File: src/i2p_pkg.sv
// Shared constants, types and functions for the infix-to-postfix converter.
package i2p_pkg;

    localparam int STACK_DEPTH = 64;
    localparam int CNT_W       = $clog2(STACK_DEPTH + 1);
    localparam int SYM_W       = 8;

    localparam logic [SYM_W-1:0] CH_LPAREN  = 8'h28;  // '('
    localparam logic [SYM_W-1:0] CH_RPAREN  = 8'h29;  // ')'
    localparam logic [SYM_W-1:0] CH_PERCENT = 8'h25;  // '%'
    localparam logic [SYM_W-1:0] CH_HASH    = 8'h23;  // '#'
    localparam logic [SYM_W-1:0] CH_PLUS    = 8'h2B;  // '+'
    localparam logic [SYM_W-1:0] CH_MINUS   = 8'h2D;  // '-'
    localparam logic [SYM_W-1:0] CH_STAR    = 8'h2A;  // '*'
    localparam logic [SYM_W-1:0] CH_SLASH   = 8'h2F;  // '/'
    localparam logic [SYM_W-1:0] CH_CARET   = 8'h5E;  // '^'

    localparam logic [3:0] PRIO_NONE = 4'd0;

    // Stack command broadcast to every cell
    typedef struct packed {
        logic             push;
        logic             pop;
        logic [SYM_W-1:0] data;
    } i2p_stk_cmd_t;

    typedef enum logic [1:0] {
        ST_IDLE,
        ST_POP,
        ST_FINISH
    } i2p_state_t;

    // What ends a popping run
    typedef enum logic [1:0] {
        MODE_ALL,
        MODE_PAREN,
        MODE_OP
    } i2p_mode_t;

    // Operator priority; zero for anything that is not an operator
    function automatic logic [3:0] prio(input logic [SYM_W-1:0] c);
        logic [3:0] p;
        case (c)
            CH_PERCENT, CH_HASH: p = 4'd10;
            CH_PLUS, CH_MINUS:   p = 4'd9;
            CH_STAR, CH_SLASH:   p = 4'd7;
            CH_CARET:            p = 4'd6;
            default:             p = PRIO_NONE;
        endcase
        return p;
    endfunction

    function automatic logic is_operand(input logic [SYM_W-1:0] c);
        return (c inside {[8'h41:8'h5A], [8'h61:8'h7A], [8'h30:8'h39]});
    endfunction

endpackage

File: src/i2p_cell.sv
// One stack cell: holds one entry, shifts down on push and up on pop.
module i2p_cell
    import i2p_pkg::*;
(
    input  logic                 clk,
    input  i2p_stk_cmd_t         cmd,
    input  logic [SYM_W-1:0]     above_data,  // neighbor nearer the top (or push data)
    input  logic [SYM_W-1:0]     below_data,  // neighbor farther from the top
    output logic [SYM_W-1:0]     data
);

    logic [SYM_W-1:0] data_reg;
    logic [SYM_W-1:0] data_next;

    // Shift select
    always_comb
    begin
        data_next = data_reg;
        if (cmd.push)
        begin
            data_next = above_data;
        end
        else if (cmd.pop)
        begin
            data_next = below_data;
        end
    end

    // Payload register, no reset
    always_ff @(posedge clk)
    begin
        data_reg <= data_next;
    end

    assign data = data_reg;

endmodule

File: src/i2p_stack.sv
// Operator stack built as a row of shifting cells; cell 0 is the top.
module i2p_stack
    import i2p_pkg::*;
(
    input  logic             clk,
    input  i2p_stk_cmd_t     cmd,
    output logic [SYM_W-1:0] top_data,
    output logic [SYM_W-1:0] second_data
);

    logic [SYM_W-1:0] cell_data [STACK_DEPTH];

    genvar i;
    generate
        for (i = 0; i < STACK_DEPTH; i++)
        begin : g_cell
            logic [SYM_W-1:0] above;
            logic [SYM_W-1:0] below;

            if (i == 0)
            begin : g_first
                assign above = cmd.data;
            end
            else
            begin : g_mid
                assign above = cell_data[i-1];
            end

            if (i == STACK_DEPTH - 1)
            begin : g_last
                assign below = cell_data[i];
            end
            else
            begin : g_inner
                assign below = cell_data[i+1];
            end

            i2p_cell u_cell (
                .clk        (clk),
                .cmd        (cmd),
                .above_data (above),
                .below_data (below),
                .data       (cell_data[i])
            );
        end
    endgenerate

    assign top_data    = cell_data[0];
    assign second_data = cell_data[1];

endmodule

File: src/infix_to_postfix_converter.sv
// Top level: shunting-yard control, item handshakes and output register.
// An operand is written into the output register by the edge that accepts it.
// An item that needs no popping run is handled in ST_IDLE; one that pops entries
// passes ST_POP, one entry at a time while the output register is free, as the cell
// stack pops a single entry, then ST_FINISH for the push or the parenthesis discard.
// Reset (rst_n low, asynchronous): stack empty, controller idle, no item pending.
module infix_to_postfix_converter
    import i2p_pkg::*;
(
    input  logic       clk,
    input  logic       rst_n,
    input  logic       s_tvalid,
    output logic       s_tready,
    input  logic [7:0] s_tdata,   // [7:0] symbol
    input  logic [0:0] s_tuser,   // [0] action
    output logic       m_tvalid,
    input  logic       m_tready,
    output logic [7:0] m_tdata,   // [7:0] out_symbol
    output logic       m_tlast    // last_in_run
);

    i2p_state_t        state_reg, state_next;
    i2p_mode_t         mode_reg, mode_next;
    logic [SYM_W-1:0]  pend_reg, pend_next;
    logic [CNT_W-1:0]  count_reg, count_next;
    logic              out_valid_reg, out_valid_next;
    logic [SYM_W-1:0]  out_sym_reg, out_sym_next;
    logic              out_last_reg, out_last_next;

    i2p_stk_cmd_t      cmd;
    logic [SYM_W-1:0]  top_data;
    logic [SYM_W-1:0]  second_data;
    logic              out_free;
    logic              accept;
    logic              full;
    logic              more;

    // Does this entry keep the popping run going
    function automatic logic keep_pop(input i2p_mode_t m, input logic [SYM_W-1:0] e,
                                      input logic [3:0] p);
        logic r;
        case (m)
            MODE_ALL:   r = 1'b1;
            MODE_PAREN: r = (e != CH_LPAREN);
            MODE_OP:    r = (e != CH_LPAREN) && (prio(e) >= p);
            default:    r = 1'b0;
        endcase
        return r;
    endfunction

    i2p_stack u_stack (
        .clk         (clk),
        .cmd         (cmd),
        .top_data    (top_data),
        .second_data (second_data)
    );

    assign out_free = !out_valid_reg || m_tready;
    assign full     = (count_reg >= CNT_W'(STACK_DEPTH));
    assign s_tready = (state_reg == ST_IDLE) && out_free;
    assign accept   = s_tvalid && s_tready;
    assign more     = (count_reg > CNT_W'(1)) && keep_pop(mode_reg, second_data, prio(pend_reg));

    // Next state, stack commands and output loading
    always_comb
    begin
        state_next     = state_reg;
        mode_next      = mode_reg;
        pend_next      = pend_reg;
        count_next     = count_reg;
        out_valid_next = out_valid_reg && !m_tready;
        out_sym_next   = out_sym_reg;
        out_last_next  = out_last_reg;
        cmd.push       = 1'b0;
        cmd.pop        = 1'b0;
        cmd.data       = s_tdata;

        case (state_reg)
            ST_IDLE:
            begin
                if (accept)
                begin
                    pend_next = s_tdata;
                    if (s_tuser[0])
                    begin
                        mode_next = MODE_ALL;
                        if (count_reg != '0)
                        begin
                            state_next = ST_POP;
                        end
                    end
                    else if (is_operand(s_tdata))
                    begin
                        out_valid_next = 1'b1;
                        out_sym_next   = s_tdata;
                        out_last_next  = 1'b1;
                    end
                    else if (s_tdata == CH_LPAREN)
                    begin
                        if (!full)
                        begin
                            cmd.push   = 1'b1;
                            count_next = count_reg + CNT_W'(1);
                        end
                    end
                    else if (s_tdata == CH_RPAREN)
                    begin
                        mode_next = MODE_PAREN;
                        if (count_reg != '0)
                        begin
                            if (top_data != CH_LPAREN)
                            begin
                                state_next = ST_POP;
                            end
                            else
                            begin
                                cmd.pop    = 1'b1;
                                count_next = count_reg - CNT_W'(1);
                            end
                        end
                    end
                    else if (prio(s_tdata) != PRIO_NONE)
                    begin
                        mode_next = MODE_OP;
                        if ((count_reg != '0) &&
                            keep_pop(MODE_OP, top_data, prio(s_tdata)))
                        begin
                            state_next = ST_POP;
                        end
                        else if (!full)
                        begin
                            cmd.push   = 1'b1;
                            count_next = count_reg + CNT_W'(1);
                        end
                    end
                end
            end

            ST_POP:
            begin
                // Emit the top, look one entry ahead to mark the last item
                if (out_free)
                begin
                    cmd.pop        = 1'b1;
                    count_next     = count_reg - CNT_W'(1);
                    out_valid_next = 1'b1;
                    out_sym_next   = top_data;
                    out_last_next  = !more;
                    if (!more)
                    begin
                        state_next = ST_FINISH;
                    end
                end
            end

            ST_FINISH:
            begin
                state_next = ST_IDLE;
                case (mode_reg)
                    MODE_PAREN:
                    begin
                        if (count_reg != '0)
                        begin
                            cmd.pop    = 1'b1;
                            count_next = count_reg - CNT_W'(1);
                        end
                    end
                    MODE_OP:
                    begin
                        cmd.data = pend_reg;
                        if (!full)
                        begin
                            cmd.push   = 1'b1;
                            count_next = count_reg + CNT_W'(1);
                        end
                    end
                    default:
                    begin
                    end
                endcase
            end

            default:
            begin
                state_next = ST_IDLE;
            end
        endcase
    end

    // Control registers
    always_ff @(posedge clk or negedge rst_n)
    begin
        if (!rst_n)
        begin
            state_reg     <= ST_IDLE;
            mode_reg      <= MODE_ALL;
            count_reg     <= '0;
            out_valid_reg <= 1'b0;
        end
        else
        begin
            state_reg     <= state_next;
            mode_reg      <= mode_next;
            count_reg     <= count_next;
            out_valid_reg <= out_valid_next;
        end
    end

    // Payload registers
    always_ff @(posedge clk)
    begin
        pend_reg     <= pend_next;
        out_sym_reg  <= out_sym_next;
        out_last_reg <= out_last_next;
    end

    assign m_tvalid = out_valid_reg;
    assign m_tdata  = out_sym_reg;
    assign m_tlast  = out_last_reg;

endmodule
File: config.mk
export PLATFORM = sky130hd
export DESIGN_NAME = infix_to_postfix_converter
export DESIGN_NICKNAME = d
export VERILOG_FILES = /design/src/i2p_pkg.sv /design/src/i2p_cell.sv /design/src/i2p_stack.sv /design/src/infix_to_postfix_converter.sv
export SDC_FILE = /design/constraint.sdc
export NUM_CORES = 1
export LEC_CHECK = 0
export BUFFER_PORTS_ARGS = -buffer_cell sky130_fd_sc_hd__buf_4
export CORE_ASPECT_RATIO = 0.6
export CORE_MARGIN = 4
export CORE_UTILIZATION = 60
export CTS_CLUSTER_SIZE = 40
export DETAILED_ROUTE_END_ITERATION = 10
export GPL_ROUTABILITY_DRIVEN = 0
export PLACE_DENSITY_LB_ADDON = 0.3
export RECOVER_POWER = 50
export SLEW_MARGIN = 25
export SYNTH_ARGS = -nofsm -noshare
export SYNTH_HDL_FRONTEND = slang
export SYNTH_HIERARCHICAL = 1
export SYNTH_SLANG_ARGS = --single-unit
File: constraint.sdc
create_clock -name clk -period 9.87 [get_ports clk]
set_input_delay 1.974 -clock clk [delete_from_list [all_inputs] [get_ports clk]]
set_output_delay 1.974 -clock clk [all_outputs]
set_load 0.1 [all_outputs]
==> results by group <==
Setup path
  – CP required: 10.08 ns
  – Origin of the critical flop-to-flop path: u_stack/g_cell[0].u_cell/data[7]
  – Arrival @ worst endpoint: 7.40 ns
  – Maximum fanout along the worst path: 114
  – Critical Path Source: s_tdata[5]
  – Critical Path Sink Type: flip-flop
  – RR Endpoint: u_stack/g_cell[17].u_cell/data[0]
  – Critical path type: input port to flip-flop
  – R2r setup slk: 3.86 ns
  – CP Launch Type: input port
  – Reg2reg path depth: 12

Synth
  – Prevailing post-synth register cell: edfxtp_1
  – Commonest cells in the netlist: edfxtp_1 (529), mux2_4 (513), buf_6 (66), or2_1 (65), nand2_1 (42)
  – Syn Nets: 1507
  – Most common cell in the netlist: edfxtp_1
  – Leading post-synthesis cells by cell area: edfxtp_1 (59%), mux2_4 (29%), buf_6 (2.8%), or2_1 (1.5%), dfrtp_1 (1.1%)
  – Synth area leader: edfxtp_1
  – Ys async rst share: 2.22%
  – Synthesized instance count: 1478
  – Syn Area/Cell: 18.2 sq um
  – Mapped Area: 0.0269 sq mm
  – Yosys top cell area share: 59.0%
  – FF+latch count, synth: 541
  – Sequential share of the synthesized area: 60.1%
  – Distinct cells, synth: 64
  – Post-synth EDFFs: 529
  – Yosys warnings: 6

Detailed routing
  – Vias: 12436
  – Antenna-violating nets left: 0
  – Initial DRC Count: 1557
  – Via density: 5.96
  – Drt wl/cell: 22.7 microns
  – Pre-antenna DRT Iters: 5
  – DRC viols: 0
  – Final WL: 47.3 mm

Global routing
  – Vias in the first global route: 12314
  – GR Util All Layers: 19.4%
  – Initial antenna violation count: 0
  – Grt ovf: 0
  – Pin count of the biggest net entering global routing: 154
  – First-pass GRT wire length: 73.7 mm

STA
  – Final Max Slew Viols: 0
  – Max_slew headroom: 13.8%
  – # setup viols final: 0
  – RSZ-0062 raised after global routing: false
  – Clk_skew: 0.0183 ns
  – Slew @ Worst Pin: 1.28 ns
  – Max Clk Rate: 139 MHz
  – Crit share post-route: 72.8%
  – Post-route minimum period: 7.19 ns
  – Final TNS setup: 0 ns
  – Final Hold Viols: 0

Cells and area
  – Max reg flops: 512
  – Finished Layout Cells: 2086
  – Nets@finish: 1506
  – Layout cells sized above 1: 18.7%
  – P&R area growth vs syn: 1.45%
  – N_diodes: 0
  – Final core occ: 62.3%

Pwr
  – Worst vdd ir: 155 uV
  – P_leak: 9.45 nW
  – Pwr Density: 338 mW/mm^2

Clock network
  – CTS tree: done
  – H-tree depth: 2
  – Later-pin clock latency in the skew report: 0.56 ns
  – Worst-path clk slew: 0.06 ns
  – Clk sinks: 541
  – Cts bufs inserted: 48
  – CTS Root Cell: clkbuf_16
  – # hold bufs at CTS: 0
  – Setup bufs post-CTS: 0
  – Post-CTS Resized: 0
  – Max Buffers Root-to-Sink: 3

Floorplan
  – Core footprint: 0.0438 sq mm
  – Core Rows: 59
  – Initial Util: 61.4%
  – Total I/O pin count: 24
  – Die Area: 0.0485 sq mm
  – DIE WIDTH: 282 microns
  – Die height: 172 microns

Hold path
  – Hold path startpoint: u_stack/g_cell[63].u_cell/data[0]
  – Hold path depth: 1
  – Worst min path class: flip-flop to flip-flop
  – Hold Path End: u_stack/g_cell[63].u_cell/data[0]

Job
  – Max cap viols: 0

Place
  – PortBufs: 23
  – Placed cells: 2005
  – Hpwl dp: 31.6 mm

Outcome
  – Status: finished, final reports clean
[report_power, final]
group	internal [mW]	leakage (nW)	switching [mW]
Clock	0.971	0.686	0.799
Combinational	1.16	3.69	1.33
Sequential	4.21	5.08	0.763
Total	6.34	9.45	2.89
[worst max path at each step]
stage | slack, ns | endpoint
2_1_floorplan | 0.45 | u_stack/g_cell[0].u_cell/data[0]
3_3_place_gp | 3.51 | u_stack/g_cell[15].u_cell/data[4]
3_5_place_dp | 3.51 | u_stack/g_cell[20].u_cell/data[0]
4_1_cts | 4.08 | u_stack/g_cell[20].u_cell/data[3]
5_1_grt | 2.25 | u_stack/g_cell[15].u_cell/data[4]
6_report | 2.68 | u_stack/g_cell[17].u_cell/data[0]
[area by class of cell]
cell class / instances / area [sq um]
repair buffers: 31 / 224
clock inverters: 18 / 175
flip-flops and latches: 541 / 16200
multi-input cells: 837 / 8700
inverters: 18 / 67.6
fillers: 3328 / 16500
clock buffers: 62 / 1250
well taps: 579 / 724
[per-stage QoR]
stage                     area (sq um)  setup WS [ns]  power [mW]  hold slack, ns
after detailed placement         27200           3.51        8.07           0.567
after floorplan                  26900          0.448        7.24           0.535
after global routing             27300           2.25        9.72           0.571
after CTS                        28600           4.08        9.88           0.581
final                            27300           2.68        9.24           0.556
after global placement           27200           3.51        7.92           0.558
[kinds of logic after synthesis]
| family | synth area share [%] |
|---|---|
| AO/OA/AOI/OAI | 2.16 |
| XOR/XNOR | 0.390 |
| AND/OR/NAND/NOR | 3.96 |
| adder cells (fa/ha/maj) | 0.743 |
| multiplexers | 29.4 |
| flip-flops | 60.1 |
| buffers and inverters | 3.24 |
[per-layer routing]
metal	part of all wire (%)	GRT usage [%]	vias up
met4	1.0	3.11	0
met2	39	25.9	304
met5	0	0	-
met3	5.2	2.98	49
li1	-	-	5699
met1	54	33.4	6384
[cells in the final DEF (no fill, tap or decap), drive strengths merged, types with 3 or more instances in the layout]
master | Yosys | layout
mux2i | 8 | 8
nor2 | 21 | 21
edfxtp | 529 | 529
nor4bb | 3 | 3
nand4b | 4 | 4
mux2 | 526 | 526
nand2 | 42 | 42
nor4b | 5 | 5
xor2 | 5 | 5
buf | 69 | 9
or4 | 3 | 3
or2 | 65 | 65
o22ai | 3 | 3
nor3b | 3 | 3
nor3 | 7 | 7
nand3 | 10 | 10
ha | 16 | 16
o21ai | 25 | 25
dfrtp | 12 | 12
nor2b | 5 | 5
nand2b | 6 | 6
o211ai | 4 | 4
bufinv | 0 | 3
xnor2 | 7 | 7
a21boi | 3 | 3
clkbuf | 13 | 84
a32oi | 3 | 3
a21oi | 19 | 19
clkinv | 0 | 12
and3 | 5 | 5
or3 | 4 | 4
inv | 18 | 19
a21o | 4 | 4
[worst max-delay path, cell delays in order]
cell and delay (ns):
clkbuf_1 0.28, nor4b_1 0.88, nand3_1 0.22, o21a_1 0.23, ha_1 0.17, nor3_1 0.17, a221oi_1 0.12, a21boi_0 0.39
o21ai_0 0.16, a21oi_1 0.63, clkbuf_1 0.95, buf_12 0.58, or2_1 0.47
Power figures use the tool's default switching activity.
